<file path="src/design/rotation_matrix_to_quaternion_unit_macros.svh">
// Assertion macros for the rotation matrix to quaternion unit.
// Depends on a clock named clk and a reset named arst_n in the using scope.
`ifndef ROTATION_MATRIX_TO_QUATERNION_UNIT_MACROS_SVH
`define ROTATION_MATRIX_TO_QUATERNION_UNIT_MACROS_SVH

// Same-cycle implication, checked out of reset.
`define RMQ_ASSERT_NOW(label, ante, cons, msg) \
	label: assert property (@(posedge clk) disable iff (!arst_n) (ante) |-> (cons)) \
		else $error(msg);

// Next-cycle implication, checked out of reset.
`define RMQ_ASSERT_NEXT(label, ante, cons, msg) \
	label: assert property (@(posedge clk) disable iff (!arst_n) (ante) |=> (cons)) \
		else $error(msg);

`endif

</file>
<file path="src/design/rmq_pkg.sv">
// Package for the rotation matrix to quaternion unit: widths, path codes, stage types.
// No dependencies.
`default_nettype none
package rmq_pkg;
	localparam int FRAC_BITS_DEF = 16;
	localparam int FW   = 20;  // field width
	localparam int DW   = 22;  // element sum / difference
	localparam int RW   = 34;  // radicand before scaling, signed
	localparam int RADW = 64;  // scaled radicand
	localparam int SW   = 32;  // square root
	localparam int RMW  = 36;  // square root partial remainder
	localparam int QDW  = 33;  // divisor 2*s
	localparam int NW   = 54;  // dividend / remainder
	localparam int QW   = 21;  // quotient bits kept
	localparam int NSQ  = SW;  // square root cells
	localparam int NDV  = QW;  // divide cells

	localparam logic [1:0] PATH_TRACE = 2'd0;
	localparam logic [1:0] PATH_X     = 2'd1;
	localparam logic [1:0] PATH_Y     = 2'd2;
	localparam logic [1:0] PATH_Z     = 2'd3;

	typedef struct packed {
		logic [RADW-1:0]           rad;
		logic [RMW-1:0]            rem;
		logic [SW-1:0]             res;
		logic signed [2:0][DW-1:0] d;
		logic [1:0]                path;
		logic                      bad;
	} sq_t;

	typedef struct packed {
		logic [QDW-1:0]       dd;
		logic [2:0][NW-1:0]   rem;
		logic [2:0][QW-1:0]   quo;
		logic [2:0]           neg;
		logic [2:0]           ovf;
		logic [SW-1:0]        s;
		logic [1:0]           path;
		logic                 bad;
	} dv_t;
endpackage
`default_nettype wire

</file>
<file path="src/design/rmq_sqrt_cell.sv">
// One square root cell: retires one root bit per beat.
// Depends on rmq_pkg.
`default_nettype none
module rmq_sqrt_cell (
	input  wire logic        clk,
	input  wire logic        en,
	input  wire rmq_pkg::sq_t din,
	output rmq_pkg::sq_t     dout
);
	logic [rmq_pkg::RMW-1:0] rem2, trial;
	logic ge;
	rmq_pkg::sq_t nxt;

	always_comb begin
		rem2  = {din.rem[rmq_pkg::RMW-3:0], din.rad[rmq_pkg::RADW-1 -: 2]};
		trial = {{(rmq_pkg::RMW-rmq_pkg::SW-2){1'b0}}, din.res, 2'b01};
		ge    = rem2 >= trial;
		nxt     = din;
		nxt.rad = {din.rad[rmq_pkg::RADW-3:0], 2'b00};
		nxt.rem = ge ? rem2 - trial : rem2;
		nxt.res = {din.res[rmq_pkg::SW-2:0], ge};
	end

	always_ff @(posedge clk) begin
		if (en) dout <= nxt;
	end
endmodule
`default_nettype wire

</file>
<file path="config.mk">
export PLATFORM = sky130hd
export DESIGN_NAME = rmq_sqrt_cell
export DESIGN_NICKNAME = d
export VERILOG_FILES = /design/src/design/rotation_matrix_to_quaternion_unit_macros.svh /design/src/design/rmq_pkg.sv /design/src/design/rmq_sqrt_cell.sv
export SDC_FILE = /design/constraint.sdc
export NUM_CORES = 1
export LEC_CHECK = 0
export BUFFER_PORTS_ARGS = -buffer_cell sky130_fd_sc_hd__buf_2
export CAP_MARGIN = 5
export CORE_AREA = 2 2 159 161
export CTS_CLUSTER_SIZE = 25
export DETAILED_ROUTE_END_ITERATION = 10
export DIE_AREA = 0 0 161 163
export PLACE_DENSITY = 0.65
export SYNTH_ARGS = -nofsm -noshare
export SYNTH_HDL_FRONTEND = slang
export SYNTH_SLANG_ARGS = --single-unit
export TNS_END_PERCENT = 5
</file>
<file path="constraint.sdc">
create_clock -name clk -period 5.04 [get_ports clk]
set_input_delay 0 -clock clk [delete_from_list [all_inputs] [get_ports clk]]
set_output_delay 0 -clock clk [all_outputs]
set_load 0.05 [all_outputs]
</file>
==> metrics.md, run 1 <==
| Metric | Value |
|---|---|
| Startpoint types | `input pin` |
| Clock root cell | `clkbuf_16` |
| Critical-path cell list | `dlygate4sd3_1 > buf_2 > inv_1 > ha_1 > nand4_1 > nor4_2 > and3_1 > a21bo_1 > and2_4 > a21oi_4 > buf_4 > mux2_2` |
| Starting Density | `34.9%` |
| First-pass GRT wire length | `41.4 mm` |
| #FFs+latches synth | `199` |
| Synth warn | `0` |
| Die Span Y | `163 µm` |
| Vias | `7217` |
| Core box area | `24700 µm²` |
| Hpwl dp | `19.8 mm` |
| Most used routing layer | `met2` |
| Worst-path fanout max | `59` |
| Outcome | `complete, no violations` |
| Synth Flop Type | `edfxtp_1` |
| Power, Total | `0.00478 W` |
| CTS Hold Bufs | `198` |
| Final #Nets | `1427` |
| Post-Synth XOR/XNOR Area | `3.36%` |
| Final cell count without fillers | `1535` |
| Cell Pwr Density | `354 nW/µm²` |
| Syn avg cell area | `14.4 µm²` |
| Vias in the first global route | `7296` |
| Ports | `404` |
| Slowest CP cell | `buf_4` |
| Pin count of the biggest net entering global routing | `105` |
| Slew Viols, Final | `0` |
| Hold Vio Cnt, Final | `0` |
| Initial antenna violation count | `3` |
| Largest family of logic cells by synthesized area | `compound AO/OA/AOI/OAI gates` |
| Count of final setup violators | `0` |
| Most frequent cell after synthesis | `edfxtp_1` |
| Slew headroom | `46.2%` |
| CTS tree | `done` |
| Post_cts resized | `0` |
| Drt drc | `0` |
| CTS Buf Count | `17` |
| DRT Wirelength | `28.5 mm` |
| Unrepaired setup endpoints after global routing | `false` |
| Multi-input logic area | `2330 µm²` |
| Met2 Use GR | `37.6%` |
| Fin Setup TNS | `0 ps` |
| Port-buffer cells | `399` |
| Commonest cells post-synth | `edfxtp_1 (199), a21oi_1 (47), inv_1 (40)` |
| Placed cell count | `1303` |
| Row count | `58` |
| Post-synth EDFFs | `199` |
| Post-synthesis sequential area ratio | `69.5%` |
| CP required | `5220 ps` |
| Number of distinct library cells after synthesis | `60` |
| GRT overflow | `0` |
| Post-synthesis compound-gate area fraction | `9.86%` |
| Crit path time final | `3350 ps` |
| Die W | `161 µm` |
| Post-Syn Area | `8600 µm²` |
| Mapped Cells | `596` |
| Worst Setup End Kind | `flop` |
| Die Footprint | `26200 µm²` |
| Post-route ant nets | `0` |
| Post-CTS Setup Bufs | `0` |
| Tightest Hold Check Type | `in2reg` |
| Area grow syn2layout | `56.9%` |
| H-tree depth | `4` |
| Biggest regs | `dout (199)` |
| Layout cell share with drive strength beyond 1 | `38.2%` |
| Post-synthesis mux area share | `1.57%` |
| Worst vdd ir | `0.201 mV` |
| Post-synth top area share | `69.5%` |
| Via-to-Cell Ratio | `4.70` |
| TritonCTS Sinks | `199` |
| Asr flop ratio synth | `0%` |
| Crit path DAT | `3530 ps` |
| Worst-path clk slew | `80 ps` |
| All-Layer GR Usage | `21.0%` |
| Placer Congestion | `0.843` |
| FF+latch area | `5980 µm²` |
| Drt wl/cell | `18.6 µm` |
| Met3 usage | `5.55%` |
| Synth Area in Adders | `4.95%` |
| Crit Path Category | `in2reg` |
| Crit-path max cell delay | `570 ps` |
| Synth area leader | `edfxtp_1` |
| Leakage Power | `5.80 nW` |
| Max Buffers Root-to-Sink | `2` |
| Final period utilization | `66.5%` |
| Synth top area cells | `edfxtp_1 (69%), ha_1 (4.9%), a21oi_1 (2.7%)` |
| Simple-gate share of the synthesized area | `7.29%` |
| FMAX | `299 MHz` |
| Initial DRC count | `453` |
| Max-cap violations | `0` |
| Actual slew at the worst max-slew pin | `806 ps` |
| First-pass DRT Iterations | `9` |
| Fill cells | `2073` |
| Met1 Track Usage GR | `23.6%` |
| Number of flip-flops under the largest register name | `199` |
| Reg with most FFs | `dout` |
[cell usage in the layout, fill, tap and decap left out, drive strengths merged, types with 2 or more instances in the layout]
| cell type | instances |
|---|---|
| buf | 400 |
| edfxtp | 199 |
| dlygate4sd3 | 198 |
| a21oi | 60 |
| inv | 47 |
| nor2 | 35 |
| ha | 34 |
| nand2 | 31 |
| o21ai | 26 |
| clkbuf | 19 |
| xnor2 | 18 |
| xor2 | 15 |
| mux2 | 12 |
| nand4 | 11 |
| nand3 | 10 |
| nor3 | 9 |
| nor2b | 7 |
| clkinv | 7 |
| a21o | 6 |
| and3 | 6 |
| o21bai | 6 |
| o21a | 4 |
| o211ai | 4 |
| nand2b | 4 |
| and4 | 3 |
| diode | 2 |
| a221oi | 2 |
| a211oi | 2 |
| a21boi | 2 |
| conb | 2 |
| nor4 | 2 |
| a2111oi | 2 |
| nor3b | 2 |
[routing by layer]
metal,vias to the layer above,wire length [µm]
li1,3414,-
met1,3455,10700
met2,297,14800
met3,49,1980
met4,2,1030
met5,-,13
[critical path, delay by kind of cell]
kind,cells,cell delay [ps]
AOI/OAI and AO/OA,2,330
adders and majority gates,1,500
buffers and inverters,4,1250
muxes,1,410
and+or+nand+nor,4,990
[where the power goes]
| group | switching [W] | internal (W) | total [W] |
|---|---|---|---|
| clock | 0.000711 | 0.000679 | 0.00139 |
| sequential | 0.0000415 | 0.00201 | 0.00205 |
| combinational | 0.000934 | 0.000406 | 0.00134 |
[cell type report]
cell class,instances,area share (%)
antenna,2,0.0371
clock buffer,18,3.18
clock inverter,14,1.32
inverter,40,1.11
multi-input combinational,333,17.3
sequential,199,44.3
tap,330,3.06
timing repair buffer,599,29.7
[final timing paths]
path / from / end / slack (ps) / cells past startpoint
hold / removal: en / dout[132] / 230 / 1
setup / recovery: din[93] / dout[115] / 1690 / 12
[kinds of logic (layout without fill, tap and decap cells)]
family / after synthesis / count (layout)
adder cells (fa/ha/maj): 34 / 34
buffers and inverters: 65 / 671
XOR/XNOR: 33 / 33
other: 1 / 4
multiplexers: 12 / 12
flip-flops: 199 / 199
AO/OA/AOI/OAI: 128 / 128
AND/OR/NAND/NOR: 124 / 124
[through the flow]
step | instance area (µm²) | setup slack (ps) | util [%] | hold WS [ps]
finish | 13500 | 1690 | 54.7 | 232
global route | 13500 | 1540 | 54.7 | 258
CTS | 13500 | 1690 | 54.7 | 252
detailed placement | 10900 | 1770 | 44.2 | 178
global placement | 10900 | 1800 | 44.2 | 177
floorplan | 8610 | 2750 | - | 98.9
Power figures use the tool's default switching activity.
==> inputs of run 2 (changes only) <==
clock period = 3.4 ns   (was 5.04 ns; I/O delays follow)
==> metrics.md, run 2 (synthesis gave the netlist of run 1 again) <==
| Metric | Value |
|---|---|
| Core box area | `24700 µm² (unchanged)` |
| Initial antenna violation count | `1 (-2)` |
| Final #Nets | `1436 (+0.63%)` |
| Clock Power Share | `29.4% (+0.3 points)` |
| Commonest non-fill, non-tap cell in the layout | `buf_2` |
| Max-cap violations | `0 (unchanged)` |
| Worst vdd ir | `0.336 mV (+67%)` |
| Hpwl dp | `20.0 mm (+0.98%)` |
| Switching share of power | `35.6% (+0.30 points)` |
| Crit-path max cell delay | `560 ps (about the same)` |
| Drt wl/cell | `18.7 µm (+0.66%)` |
| P_int | `0.00459 W (+48%)` |
| Outcome | `complete, no violations` |
| Biggest regs | `dout (199)` |
| Startpoint types | `input pin` |
| Worst-path clk slew | `90 ps (about the same)` |
| Ports | `404 (unchanged)` |
| Area grow syn2layout | `57.7%` |
| H-tree depth | `4 (unchanged)` |
| CTS tree | `done` |
| Vias in the first global route | `7502 (+2.8%)` |
| Leakage Power | `5.85 nW (+0.84%)` |
| Placed Area | `11000 µm² (+0.73%)` |
| Number of flip-flops under the largest register name | `199 (unchanged)` |
| TritonCTS Sinks | `199 (unchanged)` |
| CP required | `3580 ps (-1640 ps)` |
| First-pass DRT Iterations | `5 (-4)` |
| CTS Buf Count | `17 (unchanged)` |
| Tightest Hold Check Type | `in2reg` |
| Most frequent cells in the layout | `buf_2 (398), edfxtp_1 (199), dlygate4sd3_1 (198)` |
| ANT cells | `0 (-2)` |
| Count of final setup violators | `0 (unchanged)` |
| Crit Path Category | `in2reg` |
| Die Footprint | `26200 µm² (unchanged)` |
| Crit path time final | `2950 ps` |
| Final period utilization | `86.7%` |
| Fin Setup TNS | `0 ps (unchanged)` |
| Initial DRC count | `538 (+19%)` |
| Unrepaired setup endpoints after global routing | `false` |
| Actual slew at the worst max-slew pin | `882 ps (+75.6 ps)` |
| Slew Viols, Final | `0 (unchanged)` |
| Drt drc | `0 (unchanged)` |
| Cell Pwr Density | `526 nW/µm² (+48%)` |
| Clock root cell | `clkbuf_16` |
| Starting Density | `34.9% (unchanged)` |
| Port-buffer cells | `399 (unchanged)` |
| Sw Pwr | `0.00254 W (+50%)` |
| Slew headroom | `41.2% (-5.0 points)` |
| Die W | `161 µm (unchanged)` |
| Placer Congestion | `0.854 (+1.3%)` |
| Row count | `58 (unchanged)` |
| Post-route ant nets | `0 (unchanged)` |
| Layout cell share with drive strength beyond 1 | `38.7% (+0.46 points)` |
| Via-to-Cell Ratio | `4.74 (+0.83%)` |
| Sequential Power Share | `42.6% (-0.3 points)` |
| DRT Wirelength | `28.8 mm (+1.1%)` |
| Vias | `7310 (+1.3%)` |
| Post_cts resized | `0 (unchanged)` |
| First-pass GRT wire length | `42.3 mm (+2.3%)` |
| Critical-path cell list | `dlygate4sd3_1 > buf_2 > inv_1 > ha_1 > nand4_1 > nor4_2 > and3_1 > a21bo_1 > and2_4 > a21oi_4 > buf_12 > mux2_2` |
| Hold Vio Cnt, Final | `0 (unchanged)` |
| Final Cell Area | `13600 µm² (+0.52%)` |
| GRT overflow | `0 (unchanged)` |
| Max Buffers Root-to-Sink | `2 (unchanged)` |
| Slowest CP cell | `dlygate4sd3_1` |
| Pin count of the biggest net entering global routing | `105 (unchanged)` |
| FMAX | `339 MHz` |
| Comb pwr share | `28.1% (about the same)` |
| All-Layer GR Usage | `21.4% (+0.36 points)` |
| Reg with most FFs | `dout` |
| Crit path DAT | `3130 ps (-400 ps)` |
| Worst Setup End Kind | `flop` |
| Die Span Y | `163 µm (unchanged)` |
| Worst-path fanout max | `59 (unchanged)` |
-- run 2: cell types whose count changed in the layout (fill, tap and decap cells not counted), sizes merged --
cell    change
clkinv      -1
buf         +9
diode       -2
inv         +1
-- run 2: final cells by class --
class / instances / area, µm²
inverters: 40 / 150
clock inverters: 14 / 173
multi-input cells: 333 / 2330
clock buffers: 18 / 429
well taps: 330 / 413
fillers: 2063 / 11100
repair buffers: 608 / 4100
flip-flops and latches: 199 / 5980
-- run 2: what timing repair did --
item                       CTS  global route
setup endpoints to repair    0             0
buffers inserted             0             0
hold endpoints to repair   198             0
hold buffers               198             0
-- run 2: worst paths after layout --
path	startpoint	endpoint	slack [ps]	depth (start not counted)
max	din[87]	dout[115]	450	12
min	din[9]	dout[9]	270	2
-- run 2: worst max-delay path, delay by kind of cell --
kind                       cells  cell delay (ps)
AOI/OAI and AO/OA              2              350
and+or+nand+nor                4              970
muxes                          1              370
adders and majority gates      1              390
buffers and inverters          4             1030
-- run 2: power groups by stage --
stage / logic (W) / registers [W] / clock network (W)
2_1_floorplan: 0.000444 / 0.00392 / 0
3_3_place_gp: 0.00180 / 0.00308 / 0
3_5_place_dp: 0.00181 / 0.00308 / 0
4_1_cts: 0.00200 / 0.00303 / 0.00214
5_1_grt: 0.00210 / 0.00306 / 0.00223
6_report: 0.00200 / 0.00303 / 0.00209
-- run 2: through the flow --
step / utilization [%] / std cells / setup slack [ps] / hold WS, ps / total power [W]
floorplan: - / 597 / 1110 / 98.9 / 0.00436
global route: 55.0 / 1542 / 245 / 250 / 0.00740
CTS: 55.0 / 1542 / 422 / 251 / 0.00717
detailed placement: 44.5 / 1312 / 526 / 178 / 0.00489
finish: 55.0 / 1542 / 453 / 270 / 0.00713
global placement: 44.5 / 1312 / 582 / 177 / 0.00488
-- run 2: per-layer routing --
layer	wire length (µm)	part of all wire, %	GRT usage (%)
met1	11200	39	24.5
met2	14500	50	37.8
met3	1920	6.7	5.14
met4	1160	4.0	9.70
met5	13	0.045	0
