File: src/design/rotation_matrix_to_quaternion_unit_macros.svh
// Assertion macros for the rotation matrix to quaternion unit.
// Depends on a clock named clk and a reset named arst_n in the using scope.
`ifndef ROTATION_MATRIX_TO_QUATERNION_UNIT_MACROS_SVH
`define ROTATION_MATRIX_TO_QUATERNION_UNIT_MACROS_SVH

// Same-cycle implication, checked out of reset.
`define RMQ_ASSERT_NOW(label, ante, cons, msg) \
	label: assert property (@(posedge clk) disable iff (!arst_n) (ante) |-> (cons)) \
		else $error(msg);

// Next-cycle implication, checked out of reset.
`define RMQ_ASSERT_NEXT(label, ante, cons, msg) \
	label: assert property (@(posedge clk) disable iff (!arst_n) (ante) |=> (cons)) \
		else $error(msg);

`endif

File: src/design/rmq_pkg.sv
// Package for the rotation matrix to quaternion unit: widths, path codes, stage types.
// No dependencies.
`default_nettype none
package rmq_pkg;
	localparam int FRAC_BITS_DEF = 16;
	localparam int FW   = 20;  // field width
	localparam int DW   = 22;  // element sum / difference
	localparam int RW   = 34;  // radicand before scaling, signed
	localparam int RADW = 64;  // scaled radicand
	localparam int SW   = 32;  // square root
	localparam int RMW  = 36;  // square root partial remainder
	localparam int QDW  = 33;  // divisor 2*s
	localparam int NW   = 54;  // dividend / remainder
	localparam int QW   = 21;  // quotient bits kept
	localparam int NSQ  = SW;  // square root cells
	localparam int NDV  = QW;  // divide cells

	localparam logic [1:0] PATH_TRACE = 2'd0;
	localparam logic [1:0] PATH_X     = 2'd1;
	localparam logic [1:0] PATH_Y     = 2'd2;
	localparam logic [1:0] PATH_Z     = 2'd3;

	typedef struct packed {
		logic [RADW-1:0]           rad;
		logic [RMW-1:0]            rem;
		logic [SW-1:0]             res;
		logic signed [2:0][DW-1:0] d;
		logic [1:0]                path;
		logic                      bad;
	} sq_t;

	typedef struct packed {
		logic [QDW-1:0]       dd;
		logic [2:0][NW-1:0]   rem;
		logic [2:0][QW-1:0]   quo;
		logic [2:0]           neg;
		logic [2:0]           ovf;
		logic [SW-1:0]        s;
		logic [1:0]           path;
		logic                 bad;
	} dv_t;
endpackage
`default_nettype wire

File: src/design/rmq_div_cell.sv
// One restoring divide cell: one quotient bit per lane per beat.
// Depends on rmq_pkg.
`default_nettype none
module rmq_div_cell #(
	parameter int K = 0
) (
	input  wire logic        clk,
	input  wire logic        en,
	input  wire rmq_pkg::dv_t din,
	output rmq_pkg::dv_t     dout
);
	logic [rmq_pkg::NW-1:0] dsh;
	logic [2:0] ge;
	rmq_pkg::dv_t nxt;

	always_comb begin
		dsh = rmq_pkg::NW'(din.dd) << K;
		nxt = din;
		for (int l = 0; l < 3; l++) begin
			ge[l] = din.rem[l] >= dsh;
			nxt.rem[l] = ge[l] ? din.rem[l] - dsh : din.rem[l];
			nxt.quo[l] = {din.quo[l][rmq_pkg::QW-2:0], ge[l]};
		end
	end

	always_ff @(posedge clk) begin
		if (en) dout <= nxt;
	end
endmodule
`default_nettype wire
File: config.mk
export PLATFORM = sky130hd
export DESIGN_NAME = rmq_div_cell
export DESIGN_NICKNAME = d
export VERILOG_FILES = /design/src/design/rotation_matrix_to_quaternion_unit_macros.svh /design/src/design/rmq_pkg.sv /design/src/design/rmq_div_cell.sv
export SDC_FILE = /design/constraint.sdc
export NUM_CORES = 1
export LEC_CHECK = 0
export BUFFER_PORTS_ARGS = -buffer_cell sky130_fd_sc_hd__buf_2
export CORE_AREA = 2 2 231 233
export CTS_CLUSTER_DIAMETER = 150
export CTS_CLUSTER_SIZE = 12
export DETAILED_ROUTE_END_ITERATION = 16
export DIE_AREA = 0 0 233 235
export GPL_ROUTABILITY_DRIVEN = 0
export PLACE_DENSITY = 0.65
export SLEW_MARGIN = 25
export SYNTH_ARGS = -nofsm -noshare
export SYNTH_HDL_FRONTEND = slang
export SYNTH_SLANG_ARGS = --single-unit
File: constraint.sdc
create_clock -name clk -period 3.8 [get_ports clk]
set_input_delay 0.38 -clock clk [delete_from_list [all_inputs] [get_ports clk]]
set_output_delay 0.38 -clock clk [all_outputs]
set_load 0.02 [all_outputs]
==> results of run 1 <==
[metrics by stage]
step	instance area [µm²]	cells	total power [W]	TNS (ps)
final	23900	3132	0.00944	0
after global routing	23900	3128	0.00984	-130
after CTS	23700	3110	0.00946	0
after detailed placement	21700	2949	0.00680	-982
after global placement	21700	2949	0.00677	-994
after floorplan	17400	1639	0.00572	0
[synth_stat cells, drive strengths merged (7+ instances only)]
cell	n	area, µm²
edfxtp	299	8980
a21oi	162	811
nand2	161	604
nor2	132	495
ha	99	1240
o21ai	98	490
xnor2	87	762
inv	66	248
xor2	60	526
clkbuf	54	205
a21o	42	315
nor3	35	175
nand3	29	158
nand4	28	175
nor4	24	156
nor2b	19	119
a31oi	18	113
nand2b	17	106
o21bai	16	120
mux2	13	146
and3	12	75.1
or3	12	75.1
a211oi	11	82.6
buf	11	68.8
or4	11	82.6
o211ai	10	75.1
and2	9	56.3
or2	9	56.3
o2111ai	8	70.1
o21a	8	60.1
and4	7	63.8
[how the worst min path moves through the flow]
stage / to / slack, ps / cells after the start
5_1_grt: dout[291] / 7 / 1
6_report: dout[291] / 30 / 1
3_3_place_gp: dout[14] / 560 / 1
4_1_cts: dout[71] / 1 / 1
2_1_floorplan: dout[0] / 480 / 0
3_5_place_dp: dout[6] / 560 / 1
[power groups by stage]
stage | Sequential [W] | Combinational [W] | Clock (W)
6_report | 0.00418 | 0.00273 | 0.00253
3_5_place_dp | 0.00424 | 0.00256 | 0
4_1_cts | 0.00418 | 0.00269 | 0.00259
5_1_grt | 0.00421 | 0.00293 | 0.00270
2_1_floorplan | 0.00471 | 0.00101 | 0
3_3_place_gp | 0.00424 | 0.00253 | 0
[area by class of cell]
cell class,instances,area [µm²],area share
sequential,299,8980,0.375
multi-input combinational,1209,8010,0.335
timing repair buffer,823,5060,0.212
tap,688,861,0.0360
clock buffer,30,729,0.0305
inverter,66,248,0.0104
antenna,17,42.5,0.00178
[routing by layer]
layer | vias up | track usage | share of wire
met4 | 10 | 0.0838 | 0.033
met1 | 7684 | 0.277 | 0.40
met5 | - | 0 | 0.00084
met3 | 127 | 0.0544 | 0.090
li1 | 7684 | - | -
met2 | 799 | 0.366 | 0.47
[logic make-up (layout without fill, tap and decap cells)]
kind of cell             count (synthesis)  after routing  share of synthesized area
other                                    0             17                          0
XOR/XNOR                               147            147                     0.0740
buffers and inverters                  131            919                     0.0300
adder cells (fa/ha/maj)                102            102                     0.0747
AND/OR/NAND/NOR                        518            518                      0.144
flip-flops                             299            299                      0.516
AO/OA/AOI/OAI                          428            428                      0.152
multiplexers                            14             14                    0.00899
[repair_timing]
item                                    CTS  global route
endpoints found under the setup margin    0            69
gates resized for setup                   0            25
endpoints found under the hold margin   131             0
hold buffers                            131             0
setup buffers                             0             4
==> impl_metrics.ini, run 1 <==
[synth]
synth.avg_cell_area_um2 = 10.6
synth_seq_cells = 299
synthArstFlopShare = 0
syn_inst = 1639
synth_flop_cell = edfxtp_1
yosys_warnings = 0
synth_nets = 2042
synth_edf_count = 299
yosysUniqueCellTypes = 73
syn_area_mm2 = 0.0174
seq_area_frac_synth = 0.516

[drt]
wl_per_cell_um = 20.6
drcViolationCount = 0
wirelength_mm = 64.5
vias_per_cell = 5.21
detail_route.iter0.violations = 1360
detail-route-antenna-nets = 0
vias = 16300
drt-pass1-iter-count = 6

[pwr]
switchingPower_w = 0.00299
leakage_nw = 10.1
intPower_w = 0.00645
p_per_area_mw_per_mm2 = 394
seq_power_share = 0.443
vdd_drop_max_mv = 0.275
switching_share = 0.317
power.share.clock = 0.268
comb_power_share = 0.289

[setup_path]
cp_data_required_time_ps = 4080
path_delay_family = buffers and inverters
path_cells = dlygate4sd3_1 -> buf_2 -> inv_1 -> ha_1 -> nand3_1 -> nor4_1 -> buf_4 -> a31oi_1 -> and2_1 -> o31a_1 -> inv_2 -> o2111ai_1 -> buf_4 -> nor4_1 -> xor2_1
crit_end = dout[146]
cp.depth = 15
end_kind = flop
cp_num_buf_inv = 6
critPathLaunchType = input pin
worstSetupStartpoint = din[272]
arrival_ps = 3990
critPathKind = in2reg
cp_max_fo = 9
crit_path_max_incr_delay_ps = 690
worst_path_max_delay_cell = nor4_1

[floorplan]
core_area_mm2 = 0.0522
fp.dieW_um = 233
initial_core_util = 0.333
die_area_mm2 = 0.0548
rows = 84
die_y_um = 235
ios = 600

[clocking]
htreeDepth = 1
cts.sinks = 299
tritoncts = yes
cts_buffers = 28
cts_root_buf = clkbuf_16
cts_buffer_depth = 3
path_clk_slew_ps = 70

[run_status]
status = finished clean

[sta]
hold_viol_final = 0
worst_pin_slew_ps = 815
hold_ws_ps = 27.3
setup_viol = 0
slew_viol_final = 0
min_period_over_period = 0.977
post-route-min-period_ps = 3710
relSlewSlack = 0.450
fin_ws_ps = 88.6
clock.fmax_ghz = 0.269

[cells_and_area]
fillers = 4910
top_register = dout
largest_reg_flops = 299
area_growth_syn_to_layout_pct = 37.6
final_common_cell = buf_2
nets = 2830
reg.largest.list = dout: 299 flops
drive_above_1_share = 0.320
layout_common_cells = buf_2 (596), edfxtp_1 (299), nand2_1 (161), a21oi_1 (158), dlygate4sd3_1 (131)
post-route-util = 0.458

[global_route]
grt_pass1_vias = 15800
grt_use_total = 0.221
grt_max_degree = 90
grt_antenna_before_repair = 20
grt_overflow_total = 0
grt_pass1_wl_mm = 92.7

[worst_hold_path]
min-delay-start = din[291]
hold_path_class = in2reg

[placed_design]
pre_cts_slack_ps = -91.0
io_buffer_count = 596
dpl.hpwl_mm = 50.5

[flow_run]
cap_viol_max_count = 0
Note: power is estimated with default switching activity, not from simulation.
==> run 2, diff against run 1 <==
--- a/config.mk
+++ b/config.mk
@@ -13,6 +13,7 @@
 export DIE_AREA = 0 0 233 235
 export GPL_ROUTABILITY_DRIVEN = 0
 export PLACE_DENSITY = 0.65
+export REMOVE_ABC_BUFFERS = 1
 export SLEW_MARGIN = 25
 export SYNTH_ARGS = -nofsm -noshare
 export SYNTH_HDL_FRONTEND = slang
==> impl_metrics.ini, run 2 (synthesis results as in run 1) <==
[sta]
slew_viol_final = 0
post-route-min-period_ps = 3780
worst_pin_slew_ps = 967
min_period_over_period = 0.995
hold_viol_final = 0
relSlewSlack = 0.355
setup_viol = 0
rsz0062_at_grt = yes
hold_ws_ps = 37.5
clock.fmax_ghz = 0.264

[setup_path]
arrival_ps = 4080
crit_path_max_incr_delay_ps = 540
critPathLaunchType = input pin
cp_max_fo = 9
path_delay_family = compound AO/OA/AOI/OAI gates
worst_path_max_delay_cell = dlygate4sd3_1
end_kind = flop
cp.depth = 14
critPathKind = in2reg
cp_num_buf_inv = 4
path_cells = dlygate4sd3_1 -> buf_2 -> inv_1 -> ha_1 -> and3_1 -> a221oi_2 -> nand3_1 -> a21oi_1 -> o21ai_0 -> a211oi_2 -> o2111ai_1 -> buf_4 -> nor4_1 -> xor2_1
cp_data_required_time_ps = 4100

[drt]
wirelength_mm = 67.9
drt-pass1-iter-count = 5
vias = 16300
drcViolationCount = 0
wl_per_cell_um = 21.8
detail-route-antenna-nets = 0
vias_per_cell = 5.23
detail_route.iter0.violations = 1544

[cells_and_area]
largest_reg_flops = 299
seqCellArea_mm2 = 0.00898
multi_input_area_mm2 = 0.00798
top_register = dout
nets = 2830
final_common_cell = buf_2
drive_above_1_share = 0.317
fillers = 4854
reg.largest.list = dout: 299 flops
layout_common_cells = buf_2 (595), edfxtp_1 (299), nand2_1 (161), a21oi_1 (161)
area_growth_syn_to_layout_pct = 37.4

[clocking]
cts_buffer_depth = 3
cts_buffers = 28
path_clk_slew_ps = 60
htreeDepth = 1
cts_root_buf = clkbuf_16
tritoncts = yes
cts.sinks = 299

[floorplan]
rows = 84
die_y_um = 235
die_area_mm2 = 0.0548
core_area_mm2 = 0.0522
fp.dieW_um = 233
ios = 600
initial_core_util = 0.333

[placed_design]
dpl.hpwl_mm = 53.3
io_buffer_count = 596

[worst_hold_path]
min_path_cells = 1
hold_path_class = in2reg
holdPathEnd = dout[294]
min-delay-start = din[294]

[global_route]
grt_use_total = 0.235
grt_max_degree = 113
grt_antenna_before_repair = 19
grt_pass1_vias = 15900
grt_pass1_wl_mm = 97.5
grt_overflow_total = 0

[pwr]
vdd_drop_max_mv = 0.260
leakage_nw = 10.1
p_per_area_mw_per_mm2 = 396
power.total_w = 0.00946

[run_status]
status = finished clean

[flow_run]
cap_viol_max_count = 0
## run 2: through the flow
step | worst slack [ps] | setup TNS (ps) | cells | util | area [µm²]
final | 17.5 | 0 | 3121 | 0.457 | 23900
after global routing | 2.15 | 0 | 3121 | 0.457 | 23900
after CTS | 19.0 | 0 | 3113 | 0.455 | 23800
after detailed placement | -240 | -5340 | 2952 | 0.416 | 21800
after global placement | -64.4 | -313 | 2952 | 0.416 | 21800
after floorplan | -2160 | -126730 | 1574 | - | 17100
## run 2: worst max-delay path by stage
stage              from         to  slack (ps)
6_report       din[271]  dout[146]          20
5_1_grt        din[269]  dout[262]           2
4_1_cts        din[272]  dout[254]          20
3_5_place_dp   din[275]  dout[254]        -240
3_3_place_gp   din[266]  dout[152]         -60
2_1_floorplan  din[212]  dout[264]       -2160
## run 2: area by class of cell
class | instances | share of cell area
diodes | 6 | 0.000628
clock buffers | 29 | 0.0295
clock inverters | 1 | 0.000681
inverters | 66 | 0.0104
multi-input cells | 1209 | 0.334
flip-flops and latches | 299 | 0.376
well taps | 688 | 0.0360
repair buffers | 823 | 0.213
## run 2: per-layer routing
layer | share of wire | vias to the layer above | global-route usage
met5 | 0.0025 | - | 0
met1 | 0.39 | 7705 | 0.283
met4 | 0.033 | 26 | 0.0766
li1 | - | 7663 | -
met2 | 0.48 | 809 | 0.402
met3 | 0.099 | 122 | 0.0653
## run 2: repair_timing
| item | CTS | global route |
|---|---|---|
| hold buffers | 131 | 0 |
| resized for setup | 0 | 20 |
| endpoints found under the hold margin | 131 | 0 |
| endpoints found under the setup margin | 0 | 70 |
| setup buffers | 0 | 2 |
## run 2: power by group
part           internal (W)  switching (W)  leakage [nW]  total [W]
Clock               0.00130        0.00122         0.353    0.00252
Combinational       0.00104        0.00172          6.85    0.00276
Sequential          0.00408       0.000107          2.93    0.00419
Total               0.00642        0.00304          10.1    0.00946
==> run 3, diff against run 2 <==
--- a/config.mk
+++ b/config.mk
@@ -12,7 +12,8 @@
 export DETAILED_ROUTE_END_ITERATION = 16
 export DIE_AREA = 0 0 233 235
 export GPL_ROUTABILITY_DRIVEN = 0
-export PLACE_DENSITY = 0.65
+export HOLD_SLACK_MARGIN = 0.06
+export PLACE_DENSITY = 0.67
 export REMOVE_ABC_BUFFERS = 1
 export SLEW_MARGIN = 25
 export SYNTH_ARGS = -nofsm -noshare
==> constraint.sdc (replaced) <==
create_clock -name clk -period 3.4 [get_ports clk]
set_input_delay 0.34 -clock clk [delete_from_list [all_inputs] [get_ports clk]]
set_output_delay 0.34 -clock clk [all_outputs]
set_load 0.02 [all_outputs]
==> impl_metrics.ini, run 3 (synthesis results as in run 1) <==
[cells_and_area]
drive_above_1_share = 0.354
reg.largest.list = dout: 299 flops
nets = 3028
area_growth_syn_to_layout_pct = 46.7
top_register = dout
final_common_cell = buf_2
layout_common_cells = buf_2 (595), edfxtp_1 (299), buf_4 (246), dlygate4sd3_1 (174), a21oi_1 (161)
largest_reg_flops = 299
post-route-util = 0.488
fillers = 4777

[flow_run]
cap_viol_max_count = 0

[setup_path]
end_kind = flop
critPathLaunchType = input pin
cp_data_required_time_ps = 3730
critPathKind = in2reg
cp_max_fo = 5
arrival_ps = 3700

[clocking]
cts.sinks = 299
htreeDepth = 1
path_clk_slew_ps = 80
cts_buffer_depth = 3
cts_root_buf = clkbuf_16
tritoncts = yes
cts_buffers = 28

[global_route]
grt_pass1_wl_mm = 101
grt_pass1_vias = 17200
grt_use_total = 0.241
grt_max_degree = 85
grt_overflow_total = 0
grt_antenna_before_repair = 21

[floorplan]
core_area_mm2 = 0.0522
rows = 84
die_area_mm2 = 0.0548
initial_core_util = 0.333
fp.dieW_um = 233
ios = 600
die_y_um = 235

[drt]
drt-pass1-iter-count = 6
wirelength_mm = 69.2
drcViolationCount = 0
detail-route-antenna-nets = 0
vias_per_cell = 5.18
vias = 17200
wl_per_cell_um = 20.8
detail_route.iter0.violations = 1171

[sta]
min_period_over_period = 0.991
worst_pin_slew_ps = 764
fin_ws_ps = 29.8
relSlewSlack = 0.490
rsz0062_at_grt = yes
slew_viol_final = 0
clock.fmax_ghz = 0.297
hold_viol_final = 0
hold_ws_ps = 95.8
post-route-min-period_ps = 3370
setup_viol = 0
tns_ps = 0

[placed_design]
pre_cts_slack_ps = -491
dpl.hpwl_mm = 54.1
io_buffer_count = 596

[worst_hold_path]
hold_path_class = in2reg

[pwr]
power.total_w = 0.0108
vdd_drop_max_mv = 0.347
leakage_nw = 11.0
switchingPower_w = 0.00347
seq_power_share = 0.432
power.share.clock = 0.261
comb_power_share = 0.306
p_per_area_mw_per_mm2 = 425
switching_share = 0.320
intPower_w = 0.00736

[run_status]
status = finished clean
[run 3: cell count changes in the layout (fill, tap and decap cells not counted), sizes merged]
cell,change
diode,+2
buf,+155
dlygate4sd3,+43
[run 3: per-stage QoR]
step           area, µm²  instances
5_1_grt            25500       3317
2_1_floorplan      17100       1574
3_3_place_gp       22900       3107
4_1_cts            25400       3311
3_5_place_dp       22900       3107
6_report           25500       3321
[run 3: what timing repair did]
action,CTS,global route
endpoints found under the hold margin,174,0
setup endpoints to repair,0,56
buffers inserted,0,2
resized for setup,0,24
hold buffers,174,0
[run 3: power groups by stage]
stage                     Sequential [W]  Clock (W)  Combinational [W]
after floorplan                  0.00527          0            0.00112
after global placement           0.00475          0            0.00305
after detailed placement         0.00474          0            0.00309
after CTS                        0.00468    0.00294            0.00327
after global routing             0.00471    0.00304            0.00356
final                            0.00468    0.00283            0.00332
[run 3: critical path, stage by stage]
cell and delay, ps:
dlygate4sd3_1 540, buf_2 130, inv_1 210, ha_1 300
buf_4 160, and3_1 200, nor2b_1 140, a22oi_1 260
a211o_1 190, o211ai_1 180, a31o_2 320, a211oi_1 250
buf_4 190, nand4b_1 130, xnor2_1 160
[run 3: final timing paths]
check  cells past startpoint  slack (ps)     start        end
max                       15          30  din[287]  dout[210]
min                        3         100  din[121]  dout[121]
[run 3: area by class of cell]
class                           count  area (µm²)  area share
Sequential cell                   299        8980       0.352
Multi-Input combinational cell   1209        8010       0.314
Timing Repair Buffer             1021        6680       0.262
Tap cell                          688         861      0.0337
Clock buffer                       29         704      0.0276
Inverter                           66         248     0.00971
Antenna cell                        8        20.0    0.000785
Clock inverter                      1        16.3    0.000637
[run 3: layer usage]
metal / vias to the layer above / wire, µm / global-route usage
li1: 8070 / - / -
met1: 8092 / 26900 / 0.288
met2: 837 / 32100 / 0.400
met3: 170 / 6790 / 0.0681
met4: 22 / 3270 / 0.105
met5: - / 132 / 0
